--- src/hw/rtl/comment_marker_stripper_unit_assert.svh ---
// ----------------------------------------------------------------------------
// comment_marker_stripper_unit_assert.svh
// Assertion macros for the comment marker stripper. Each use expects clk and
// rst in scope. Defining ASSERT_OFF removes every check.
// ----------------------------------------------------------------------------
`ifndef COMMENT_MARKER_STRIPPER_UNIT_ASSERT_SVH
`define COMMENT_MARKER_STRIPPER_UNIT_ASSERT_SVH
`ifndef ASSERT_OFF
// same-cycle implication
`define CMS_ASSERT_IMPLY(lbl, ante, cons, msg) \
  lbl: assert property (@(posedge clk) disable iff (rst) (ante) |-> (cons)) else $error(msg);
// next-cycle implication
`define CMS_ASSERT_NEXT(lbl, ante, cons, msg) \
  lbl: assert property (@(posedge clk) disable iff (rst) (ante) |=> (cons)) else $error(msg);
`else
`define CMS_ASSERT_IMPLY(lbl, ante, cons, msg)
`define CMS_ASSERT_NEXT(lbl, ante, cons, msg)
`endif
`endif

--- src/hw/rtl/cms_pkg.sv ---
`timescale 1ns / 1ps
// ----------------------------------------------------------------------------
// cms_pkg
// Types, character codes and the marker scan shared by the stripper modules.
// ----------------------------------------------------------------------------
package cms_pkg;

  localparam logic [7:0] CH_SLASH = 8'h2F;
  localparam logic [7:0] CH_STAR  = 8'h2A;
  localparam logic [7:0] CH_LT    = 8'h3C;
  localparam logic [7:0] CH_BANG  = 8'h21;
  localparam logic [7:0] CH_DASH  = 8'h2D;
  localparam logic [7:0] CH_GT    = 8'h3E;
  localparam logic [7:0] CH_HASH  = 8'h23;

  // queue between front and back, power of two
  localparam int QDEPTH = 2;
  localparam int QPTW   = $clog2(QDEPTH);

  localparam logic [1:0] ACT_WAIT = 2'd0;
  localparam logic [1:0] ACT_DROP = 2'd1;
  localparam logic [1:0] ACT_PASS = 2'd2;

  localparam logic [1:0] LK_NO   = 2'd0;
  localparam logic [1:0] LK_YES  = 2'd1;
  localparam logic [1:0] LK_WAIT = 2'd2;

  typedef struct packed {
    logic [7:0] in_byte;
    logic       in_valid;
    logic       in_last;
  } cms_in_t;

  typedef struct packed {
    logic [7:0] out_byte;
    logic       out_valid;
    logic       out_end;
    logic       out_changed;
  } cms_out_t;

  typedef struct packed {
    logic [1:0] act;
    logic [2:0] take;
  } cms_dec_t;

  // results of one item: up to four kept bytes, then an end item if fin
  typedef struct packed {
    logic [3:0][7:0] bytes;
    logic [2:0]      cnt;
    logic            fin;
    logic            chg;
  } cms_bundle_t;

  typedef struct packed {
    logic [3:0][7:0] outs;
    logic [2:0]      cnt;
    logic [2:0][7:0] held;
    logic [1:0]      held_cnt;
    logic            rem;
  } cms_scan_t;

  typedef struct packed {
    logic full;
    logic empty;
  } cms_qstat_t;

  function automatic logic [1:0] cms_look(input logic [3:0][7:0] w, input logic [2:0] m,
                                          input logic fin, input logic [1:0] i,
                                          input logic [7:0] c);
    logic [1:0] r;
    if ({1'b0, i} >= m) r = fin ? LK_NO : LK_WAIT;
    else r = (w[i] == c) ? LK_YES : LK_NO;
    return r;
  endfunction

  // what to do with the head byte of window w, which holds m bytes
  function automatic cms_dec_t cms_decide(input logic [3:0][7:0] w, input logic [2:0] m,
                                          input logic fin);
    cms_dec_t   d;
    logic [7:0] h;
    logic [1:0] r1;
    logic [1:0] r2;
    logic [1:0] r3;
    h      = w[0];
    d.act  = ACT_PASS;
    d.take = 3'd1;
    r1     = LK_NO;
    r2     = LK_NO;
    r3     = LK_NO;
    if (h == CH_SLASH || h == CH_STAR) begin
      r1 = cms_look(w, m, fin, 2'd1, (h == CH_SLASH) ? CH_STAR : CH_SLASH);
      if (r1 == LK_WAIT) d.act = ACT_WAIT;
      else if (r1 == LK_YES) begin
        d.act  = ACT_DROP;
        d.take = 3'd2;
      end
    end else if (h == CH_LT) begin
      r1 = cms_look(w, m, fin, 2'd1, CH_BANG);
      r2 = cms_look(w, m, fin, 2'd2, CH_DASH);
      r3 = cms_look(w, m, fin, 2'd3, CH_DASH);
      if (r1 == LK_WAIT) d.act = ACT_WAIT;
      else if (r1 == LK_NO) d.act = ACT_PASS;
      else if (r2 == LK_WAIT) d.act = ACT_WAIT;
      else if (r2 == LK_NO) d.act = ACT_PASS;
      else if (r3 == LK_WAIT) d.act = ACT_WAIT;
      else if (r3 == LK_NO) d.act = ACT_PASS;
      else begin
        d.act  = ACT_DROP;
        d.take = 3'd4;
      end
    end else if (h == CH_DASH) begin
      r1 = cms_look(w, m, fin, 2'd1, CH_DASH);
      r2 = cms_look(w, m, fin, 2'd2, CH_GT);
      if (r1 == LK_WAIT) d.act = ACT_WAIT;
      else if (r1 == LK_NO) d.act = ACT_PASS;
      else if (r2 == LK_WAIT) d.act = ACT_WAIT;
      else begin
        d.act  = ACT_DROP;
        d.take = (r2 == LK_YES) ? 3'd3 : 3'd2;
      end
    end else if (h == CH_HASH) begin
      d.act = ACT_DROP;
    end
    return d;
  endfunction

  // greedy scan over up to four bytes; whatever is still undecided is held
  function automatic cms_scan_t cms_scan(input logic [3:0][7:0] buff, input logic [2:0] n,
                                         input logic fin);
    cms_scan_t   s;
    cms_dec_t    d;
    logic [2:0]  pos;
    logic [2:0]  m;
    logic [2:0]  tk;
    logic        done;
    logic [31:0] w;
    s    = '0;
    pos  = 3'd0;
    done = 1'b0;
    for (int it = 0; it < 4; it++) begin
      if (!done && pos < n) begin
        w = buff >> {pos[1:0], 3'b000};
        m = n - pos;
        d = cms_decide(w, m, fin);
        if (d.act == ACT_WAIT) begin
          done = 1'b1;
        end else begin
          tk = (d.take > m) ? m : d.take;
          if (d.act == ACT_PASS) begin
            s.outs[s.cnt[1:0]] = w[7:0];
            s.cnt = s.cnt + 3'd1;
          end else begin
            s.rem = 1'b1;
          end
          pos = pos + tk;
        end
      end
    end
    w          = buff >> {pos[1:0], 3'b000};
    m          = n - pos;
    s.held     = w[23:0];
    s.held_cnt = m[1:0];
    return s;
  endfunction

endpackage

--- src/hw/rtl/cms_front.sv ---
`timescale 1ns / 1ps
// ----------------------------------------------------------------------------
// cms_front
// Takes input items, scans held bytes plus the new byte for markers and
// pushes the kept bytes of each item to the queue as one bundle.
// ----------------------------------------------------------------------------
module cms_front (
  input  logic                 clk,
  input  logic                 rst,
  input  cms_pkg::cms_in_t     text,
  input  logic                 text_valid,
  output logic                 text_stall,
  input  cms_pkg::cms_qstat_t  q_stat,
  output logic                 push,
  output cms_pkg::cms_bundle_t push_data
);
  import cms_pkg::*;

  logic [2:0][7:0] held;
  logic [1:0]      held_count;
  logic            removed_any;
  logic [3:0][7:0] buff;
  logic [2:0]      n;
  logic            accept;
  cms_scan_t       scan;

  always_comb begin
    buff = {8'h00, held};
    if (text.in_valid) buff[held_count] = text.in_byte;
    n    = {1'b0, held_count} + {2'b00, text.in_valid};
    scan = cms_scan(buff, n, text.in_last);
  end

  assign text_stall = q_stat.full;
  assign accept     = text_valid && !text_stall;
  // idle items and items that only add lookahead give nothing to the queue
  assign push       = accept && (scan.cnt != 3'd0 || text.in_last);

  assign push_data.bytes = scan.outs;
  assign push_data.cnt   = scan.cnt;
  assign push_data.fin   = text.in_last;
  assign push_data.chg   = removed_any | scan.rem;

  always_ff @(posedge clk) begin
    if (rst) begin
      held_count  <= 2'd0;
      removed_any <= 1'b0;
    end else if (accept) begin
      if (text.in_last) begin
        held_count  <= 2'd0;
        removed_any <= 1'b0;
      end else begin
        held_count  <= scan.held_cnt;
        removed_any <= removed_any | scan.rem;
      end
    end
  end

  always_ff @(posedge clk) begin
    if (accept) held <= scan.held;
  end

endmodule

--- src/hw/rtl/cms_queue.sv ---
`timescale 1ns / 1ps
// ----------------------------------------------------------------------------
// cms_queue
// Short FIFO of result bundles between the front and back parts.
// ----------------------------------------------------------------------------
module cms_queue (
  input  logic                 clk,
  input  logic                 rst,
  input  logic                 push,
  input  cms_pkg::cms_bundle_t push_data,
  input  logic                 pop,
  output cms_pkg::cms_bundle_t head,
  output cms_pkg::cms_qstat_t  q_stat
);
  import cms_pkg::*;

  localparam logic [QPTW:0] QFULL = (QPTW + 1)'(QDEPTH);

  cms_bundle_t     slots [QDEPTH];
  logic [QPTW-1:0] wr_ptr;
  logic [QPTW-1:0] rd_ptr;
  logic [QPTW:0]   level;

  assign head         = slots[rd_ptr];
  assign q_stat.full  = (level == QFULL);
  assign q_stat.empty = (level == '0);

  always_ff @(posedge clk) begin
    if (rst) begin
      wr_ptr <= '0;
      rd_ptr <= '0;
      level  <= '0;
    end else begin
      if (push) wr_ptr <= wr_ptr + 1'b1;
      if (pop) rd_ptr <= rd_ptr + 1'b1;
      unique case ({push, pop})
        2'b10:   level <= level + 1'b1;
        2'b01:   level <= level - 1'b1;
        2'b11:   level <= level;
        default: level <= level;
      endcase
    end
  end

  always_ff @(posedge clk) begin
    if (push) slots[wr_ptr] <= push_data;
  end

endmodule

--- src/hw/rtl/cms_back.sv ---
`timescale 1ns / 1ps
// ----------------------------------------------------------------------------
// cms_back
// Unpacks the head bundle into result items, one a cycle while the output is
// not stalled, into the output register.
// ----------------------------------------------------------------------------
module cms_back (
  input  logic                 clk,
  input  logic                 rst,
  input  cms_pkg::cms_bundle_t head,
  input  cms_pkg::cms_qstat_t  q_stat,
  output logic                 pop,
  output cms_pkg::cms_out_t    res,
  output logic                 res_valid,
  input  logic                 res_stall
);
  import cms_pkg::*;

  logic [2:0] idx;
  logic [2:0] total;
  logic       load;
  logic       last;
  cms_out_t   cur;

  assign total = head.cnt + {2'b00, head.fin};
  assign load  = !q_stat.empty && (!res_valid || !res_stall);
  assign last  = (idx + 3'd1 == total);
  assign pop   = load && last;

  always_comb begin
    if (idx < head.cnt) begin
      cur.out_byte    = head.bytes[idx[1:0]];
      cur.out_valid   = 1'b1;
      cur.out_end     = 1'b0;
      cur.out_changed = 1'b0;
    end else begin
      // end item follows the kept bytes
      cur.out_byte    = 8'h00;
      cur.out_valid   = 1'b0;
      cur.out_end     = 1'b1;
      cur.out_changed = head.chg;
    end
  end

  always_ff @(posedge clk) begin
    if (rst) begin
      res_valid <= 1'b0;
      idx       <= 3'd0;
    end else begin
      if (load) res_valid <= 1'b1;
      else if (!res_stall) res_valid <= 1'b0;
      if (load) idx <= last ? 3'd0 : idx + 3'd1;
    end
  end

  always_ff @(posedge clk) begin
    if (load) res <= cur;
  end

endmodule

--- src/hw/rtl/comment_marker_stripper_unit.sv ---
`timescale 1ns / 1ps
// ----------------------------------------------------------------------------
// comment_marker_stripper_unit
// Removes comment delimiters and every '#' from a byte stream, then reports
// whether anything was removed on a closing end item.
//
//   channel  | handshake               | payload
//   ---------+-------------------------+----------------------------------
//   text     | text_valid / text_stall | cms_in_t  (byte, valid, last)
//   res      | res_valid / res_stall   | cms_out_t (byte, valid, end, chg)
//
// One input item a cycle while the bundle queue is not full; the marker scan in the front is combinational.
// The back unpacks result items one by one; an item with several results
// (up to five at the end of a string) keeps its bundle at the queue head until the last is loaded.
// Input stalls only while the two-entry bundle queue is full.
// Synchronous reset clears lookahead count, removal flag, queue and output valid flag.
// ----------------------------------------------------------------------------
`include "comment_marker_stripper_unit_assert.svh"

module comment_marker_stripper_unit (
  input  logic              clk,
  input  logic              rst,
  input  cms_pkg::cms_in_t  text,
  input  logic              text_valid,
  output logic              text_stall,
  output cms_pkg::cms_out_t res,
  output logic              res_valid,
  input  logic              res_stall
);
  import cms_pkg::*;

  cms_qstat_t  q_stat;
  cms_bundle_t push_data;
  cms_bundle_t head;
  logic        push;
  logic        pop;

  cms_front u_front (
    .clk        (clk),
    .rst        (rst),
    .text       (text),
    .text_valid (text_valid),
    .text_stall (text_stall),
    .q_stat     (q_stat),
    .push       (push),
    .push_data  (push_data)
  );

  cms_queue u_queue (
    .clk       (clk),
    .rst       (rst),
    .push      (push),
    .push_data (push_data),
    .pop       (pop),
    .head      (head),
    .q_stat    (q_stat)
  );

  cms_back u_back (
    .clk       (clk),
    .rst       (rst),
    .head      (head),
    .q_stat    (q_stat),
    .pop       (pop),
    .res       (res),
    .res_valid (res_valid),
    .res_stall (res_stall)
  );

  `CMS_ASSERT_IMPLY(a_push_not_full, push, !q_stat.full, "bundle pushed into a full queue")
  `CMS_ASSERT_IMPLY(a_pop_not_empty, pop, !q_stat.empty, "bundle popped from an empty queue")
  `CMS_ASSERT_NEXT(a_push_fills, push, !q_stat.empty, "queue empty after a push")
  `CMS_ASSERT_IMPLY(a_end_no_byte, res_valid && res.out_end,
                    !res.out_valid && res.out_byte == 8'h00, "end item carries a byte")

endmodule

--- config.mk ---
export PLATFORM = sky130hd
export DESIGN_NAME = comment_marker_stripper_unit
export DESIGN_NICKNAME = d
export VERILOG_FILES = /design/src/hw/rtl/cms_pkg.sv /design/src/hw/rtl/cms_front.sv /design/src/hw/rtl/cms_queue.sv /design/src/hw/rtl/cms_back.sv /design/src/hw/rtl/comment_marker_stripper_unit.sv
export VERILOG_INCLUDE_DIRS = /design/src /design/src/hw/rtl
export SDC_FILE = /design/constraint.sdc
export NUM_CORES = 1
export LEC_CHECK = 0
export BUFFER_PORTS_ARGS = -buffer_cell sky130_fd_sc_hd__buf_2
export CORE_AREA = 2 2 135 137
export DETAILED_ROUTE_END_ITERATION = 8
export DIE_AREA = 0 0 137 139
export PLACE_DENSITY = 0.95
export SLEW_MARGIN = 10
export SYNTH_ARGS = -nofsm -noshare
export SYNTH_HDL_FRONTEND = slang
export SYNTH_HIERARCHICAL = 1
export SYNTH_SLANG_ARGS = --single-unit
--- constraint.sdc ---
create_clock -name clk -period 45.5 [get_ports clk]
set_clock_uncertainty 0.15 [all_clocks]
set_input_delay 4.55 -clock clk [delete_from_list [all_inputs] [get_ports clk]]
set_output_delay 4.55 -clock clk [all_outputs]
set_load 0.03 [all_outputs]
==> results.json, run 1 <==
{
  "grt_max_degree": 38,
  "setup_viol": 0,
  "cts.sinks": 121,
  "ant_nets": 0,
  "synth_top_flop_cell": "edfxtp_1",
  "arrival_ns": 25.82,
  "slowest_delay_ns": 0.84,
  "core_um2": 17700,
  "max_freq_mhz": 38.9,
  "clk_pin_slew_ns": 0.06,
  "start_kind": "input port",
  "post_cts_buffers": 0,
  "port_buffers": 26,
  "min_path_type": "flop to flop",
  "start_util_pct": 68.5,
  "synthArstFlopShare_pct": 0,
  "yosys_warnings": 6,
  "place_congestion": 1.05,
  "grtUsageTotal_pct": 46.8,
  "fin_crit_ns": 25.68,
  "cts_made_buffers": 17,
  "seq_area_um2": 3510,
  "rows": 49,
  "layout.nets": 1371,
  "fillers": 1312,
  "ctsHoldBuffers": 0,
  "synthesis.area_um2": 12100,
  "synth_compound_area_share_pct": 19.2,
  "die_area_um2": 19000,
  "fin_crit_sh_pct": 56.4,
  "synth_top_area_cell": "edfxtp_1",
  "synth.most_common_cell": "nand2_1",
  "synth_top_area_share_pct": 27.1,
  "synthAdderAreaFrac_pct": 5.90,
  "finalHoldViolCount": 0,
  "die_w_um": 137,
  "ys_ff_latch": 121,
  "worst_slew_pin_slew_ns": 1.15,
  "syn-instance-count": 1347,
  "antenna_cells": 0,
  "vias_per_cell": 7.82,
  "grt_first_pass_wirelength_um": 67300,
  "antenna_found_initial": 1,
  "synth-simple-area-share_pct": 20.5,
  "root_buffer": "clkbuf_16",
  "route.detailed.drc": 23,
  "gr-total-overflow": 0,
  "area_delta_synth_final_pct": 4.62,
  "multi_input_area_um2": 7750,
  "syn_area_per_cell_um2": 8.97,
  "drive_above_1_share_pct": 15.5,
  "htree_num_levels": 4,
  "synth_cell_types": 97,
  "synth_top_family_by_area": "simple AND/OR/NAND/NOR gates",
  "insertion_delay_ns": 0.42,
  "synthTopCellsByArea": "edfxtp_1 (27%), mux2i_1 (7.4%), mux2_2 (5.7%)",
  "clock_path_buffers": 2,
  "drv_cap": 0,
  "ioPinCount": 27,
  "synth-xor-area-share_pct": 2.04,
  "routed_wl_um": 44700,
  "fp.dieH_um": 139,
  "slew_viol_final": 0,
  "tns_ns": 0,
  "synth_edf_count": 109,
  "max_slew_margin_pct": 23.2,
  "crit_required_ns": 45.64,
  "muxShareOfSynthArea_pct": 16.3,
  "cp_slowest_cell": "xnor2_4",
  "dr_total_vias": 12086,
  "crit_fanout": 28,
  "rsz0062_at_grt": "false",
  "synth-seq-area-share_pct": 29.1,
  "hpwl_um": 32400,
  "cts_tree": "built",
  "cts_resized": 0,
  "first_pass_iters": 9,
  "drt_iter0_markers": 2231,
  "wl_per_cell_um": 28.9,
  "synth_fp_nets": 1415,
  "yosys-top-cells-count": "nand2_1 (131), edfxtp_1 (109), mux2i_1 (89), nor2_1 (83), o21ai_0 (77)",
  "violations": "design-rule violations",
  "crit_type": "input port to flop",
  "endpoint_kind": "flop",
  "crit_top_cell": "ha_1",
  "grt_pass1_vias": 11444,
  "status": "finished, violations left"
}
[logic make-up after synthesis]
family / count (synthesis)
adder cells (fa/ha/maj): 54
XOR/XNOR: 26
buffers and inverters: 164
multiplexers: 170
AND/OR/NAND/NOR: 470
flip-flops: 121
AO/OA/AOI/OAI: 342
[metrics by stage]
step / cells / setup slack, ns / hold slack (ns) / cell area, µm² / util [%]
after floorplan: 1347 / 23.54 / 0.311 / 12100 / -
after global placement: 1513 / 20.97 / 0.321 / 12100 / 68.3
after detailed placement: 1513 / 20.27 / 0.328 / 12100 / 68.3
after CTS: 1545 / 20.56 / 0.337 / 12600 / 71.6
after global routing: 1545 / 18.82 / 0.363 / 12600 / 71.6
final: 1545 / 19.82 / 0.333 / 12600 / 71.6
[cell type report]
class                           instances  share of cell area (%)
Tap cell                              229                    2.27
Timing Repair Buffer                   52                    2.57
Clock inverter                         14                    1.25
Multi-Input combinational cell       1062                    61.3
Clock buffer                           18                    3.39
Inverter                               49                    1.46
Sequential cell                       121                    27.8
[registers in the layout, indices dropped and copies added (netlist names), named ones only]
signal,flops
u_back/res_valid,1
u_front/held,24
u_front/removed_any,1
u_queue/wr_ptr,1
u_queue/rd_ptr,1
u_queue/slots,74
u_queue/level,2
u_front/held_count,2
u_back/idx,3
u_back/res,11
[path summary, 6_finish.rpt]
path,from,end,slack (ns),depth (start not counted)
hold reg to reg,u_back/res_valid$_SDFFE_PP0P_,u_back/res_valid$_SDFFE_PP0P_,0.33,2
setup reg to reg,u_front/held_count[0]$_SDFFE_PP0P_,u_front/held[1]$_DFFE_PP_,23.58,75
setup / recovery,text[2],u_front/held[1]$_DFFE_PP_,19.82,76
hold / removal,u_back/res_valid$_SDFFE_PP0P_,u_back/res_valid$_SDFFE_PP0P_,0.33,2
[cell usage in the layout, fill, tap and decap left out, types with 31 or more instances in the layout]
cell / instances
nand2_1: 131
edfxtp_1: 109
mux2i_1: 87
nor2_1: 82
o21ai_0: 76
a21oi_1: 66
mux2_2: 61
nand3_1: 50
ha_1: 49
inv_1: 44
nor3_1: 31
[worst max-delay path: cells and delay by family]
family          cells  cell delay [ns]
mux                 6             2.14
simple gates       22             6.88
compound gates     22             4.99
buf+inv            10             1.94
xor+xnor            3             1.32
fa+ha+maj          13             3.91
[per-layer routing]
| layer | up-vias | global-route usage (%) | wire length (µm) |
|---|---|---|---|
| met4 | 2 | 22.1 | 3040 |
| met5 | - | 0 | 13 |
| li1 | 4990 | - | - |
| met2 | 1146 | 68.9 | 18700 |
| met1 | 5638 | 61.3 | 15900 |
| met3 | 310 | 16.6 | 7130 |
Power of run 1 is left out: the tool's default activity adds up to more than one toggle a clock period on the data nets, which glitch-free logic cannot reach.
==> run 2, diff against run 1 <==
--- a/config.mk
+++ b/config.mk
@@ -7,10 +7,10 @@
 export NUM_CORES = 1
 export LEC_CHECK = 0
 export BUFFER_PORTS_ARGS = -buffer_cell sky130_fd_sc_hd__buf_2
-export CORE_AREA = 2 2 135 137
+export CORE_AREA = 2 2 147 149
 export DETAILED_ROUTE_END_ITERATION = 8
-export DIE_AREA = 0 0 137 139
-export PLACE_DENSITY = 0.95
+export DIE_AREA = 0 0 149 151
+export PLACE_DENSITY = 0.87
 export SLEW_MARGIN = 10
 export SYNTH_ARGS = -nofsm -noshare
 export SYNTH_HDL_FRONTEND = slang
==> constraint.sdc (replaced) <==
create_clock -name clk -period 22.8 [get_ports clk]
set_clock_uncertainty 0.15 [all_clocks]
set_input_delay 2.28 -clock clk [delete_from_list [all_inputs] [get_ports clk]]
set_output_delay 2.28 -clock clk [all_outputs]
set_load 0.03 [all_outputs]
==> run 2 against run 1 <==
The flow now finishes without violations. Critical path depth down 1. Sequential share of layout area down 0.25 points. Clock-buffer cell count unchanged. Highest routed layer unchanged. Setup slack worse by 19 ns. Critical path type unchanged. First-iteration DRC count up 2.9%. Global-route usage down 7.0 points. Die area up 18%. Via count down 3.2%. Cell count up 3.9%. Flip-flop and latch count unchanged.
==> results.json, run 2 (same netlist as run 1, synthesis figures left out) <==
{
  "status": "finished, final reports clean",
  "post_dp_cell_area_um2": 12200,
  "cts_made_buffers": 17,
  "grtUsageTotal_pct": 39.9,
  "tns_ns": 0,
  "min_path_type": "flop to flop",
  "design_area_um2": 12800,
  "layout.nets": 1385,
  "post_cts_buffers": 0,
  "finalHoldViolCount": 0,
  "cts_tree": "built",
  "ant_nets": 0,
  "antenna_found_initial": 2,
  "regMostFlops": "u_queue/slots",
  "ioPinCount": 27,
  "path_buf_inv": 7,
  "start_kind": "input port",
  "seq_area_um2": 3510,
  "slew_viol_final": 0,
  "arrival_ns": 21.51,
  "grt_pass1_vias": 10826,
  "cts_resized": 0,
  "crit_required_ns": 22.79,
  "cp_top_family": "simple AND/OR/NAND/NOR gates",
  "fillers": 1722,
  "fin_util_pct": 61.3,
  "die_area_um2": 22500,
  "crit_fanout": 23,
  "dr_total_vias": 11696,
  "worst_slew_pin_slew_ns": 1.45,
  "max_freq_mhz": 46.5,
  "route.detailed.drc": 0,
  "drive_above_1_share_pct": 16.3,
  "ctsHoldBuffers": 0,
  "setup_viol": 0,
  "hpwl_um": 33100,
  "largest_reg_flops": 74,
  "htree_num_levels": 4,
  "largestRegisters": "u_queue/slots (74), u_front/held (24), u_back/res (11)",
  "core_um2": 20800,
  "max_slew_margin_pct": 2.59,
  "worst-path-stages": 75,
  "fp.dieH_um": 151,
  "rows": 53,
  "slowest_delay_ns": 0.70,
  "wl_per_cell_um": 27.9,
  "drv_cap": 0,
  "antenna_cells": 0,
  "cts.sinks": 121,
  "first_pass_iters": 6,
  "vias_per_cell": 7.29,
  "r2r_start": "u_front/held[7]$_DFFE_PP_",
  "post-place-ws_ns": 1.43,
  "crit_type": "input port to flop",
  "cp_slowest_cell": "or4_4",
  "layout_commonest_cell": "nand2_1",
  "grt_first_pass_wirelength_um": 66400,
  "min_to": "u_back/res_valid$_SDFFE_PP0P_",
  "die_w_um": 149,
  "clock_path_buffers": 2,
  "final_cell_mix": "nand2_1 (131), edfxtp_1 (109), mux2i_1 (88), nor2_1 (82), o21ai_0 (76)",
  "setup_slack_ns": 1.28,
  "fin_crit_ns": 21.52,
  "min_from": "u_back/res_valid$_SDFFE_PP0P_",
  "drt_iter0_markers": 2296,
  "grt_max_degree": 38,
  "root_buffer": "clkbuf_16",
  "clk_pin_slew_ns": 0.06,
  "r2r_end": "u_front/held[13]$_DFFE_PP_",
  "port_buffers": 26,
  "place_congestion": 1.05,
  "reg2reg_slack_ns": 2.64,
  "routed_wl_um": 44800,
  "rsz0062_at_grt": "false",
  "insertion_delay_ns": 0.43,
  "multi_input_area_um2": 7740,
  "gr-total-overflow": 0,
  "reg2reg_depth": 77,
  "start_util_pct": 58.1,
  "hold_depth": 2,
  "fin_crit_sh_pct": 94.4,
  "crit_top_cell": "ha_1",
  "area_delta_synth_final_pct": 5.56,
  "endpoint_kind": "flop"
}
## run 2: cell types whose count changed in the layout (fill, tap and decap cells not counted), sizes merged
cell      before  now
clkinv         3    6
inv           55   56
bufinv         2    0
buf           52   66
clkinvlp       3    1
## run 2: how the worst max path moves through the flow
| stage | start | endpoint | slack, ns |
|---|---|---|---|
| after global placement | text[4] | u_front/held[1]$_DFFE_PP_ | 1.94 |
| after detailed placement | text[4] | u_front/held[13]$_DFFE_PP_ | 1.43 |
| after floorplan | text[8] | u_queue/slots[0][0]$_DFFE_PP_ | 3.11 |
| final | text[9] | u_front/held[13]$_DFFE_PP_ | 1.28 |
| after global routing | text[4] | u_front/held[14]$_DFFE_PP_ | 0.08 |
| after CTS | text[4] | u_front/held[13]$_DFFE_PP_ | 1.76 |
## run 2: stage by stage
step | hold slack (ns) | std cells
floorplan | 0.311 | 1347
global placement | 0.323 | 1573
detailed placement | 0.329 | 1573
CTS | 0.338 | 1605
global route | 0.361 | 1605
finish | 0.337 | 1605
## run 2: metal layers
metal / vias up / GRT usage [%] / wire length [µm]
li1: 5025 / - / -
met1: 5525 / 53.6 / 17000
met2: 965 / 61.4 / 19400
met3: 179 / 10.6 / 6380
met4: 2 / 15.9 / 1990
met5: - / 0 / 12
## run 2: cell type report
type                            count  area share (%)
Tap cell                          275            2.70
Timing Repair Buffer               66            3.37
Clock inverter                     14           0.883
Multi-Input combinational cell   1062            60.7
Clock buffer                       18            3.36
Sequential cell                   121            27.5
Inverter                           49            1.45
## run 2: worst reg2reg max path, delay by kind of cell (launching register included)
kind / cells / cell delay [ns]
mux: 4 / 1.08
simple gates: 20 / 5.72
flops: 1 / 0.48
compound gates: 25 / 5.28
xor+xnor: 5 / 1.48
fa+ha+maj: 16 / 4.77
buf+inv: 7 / 0.94
Power of run 2 is left out for the same reason.
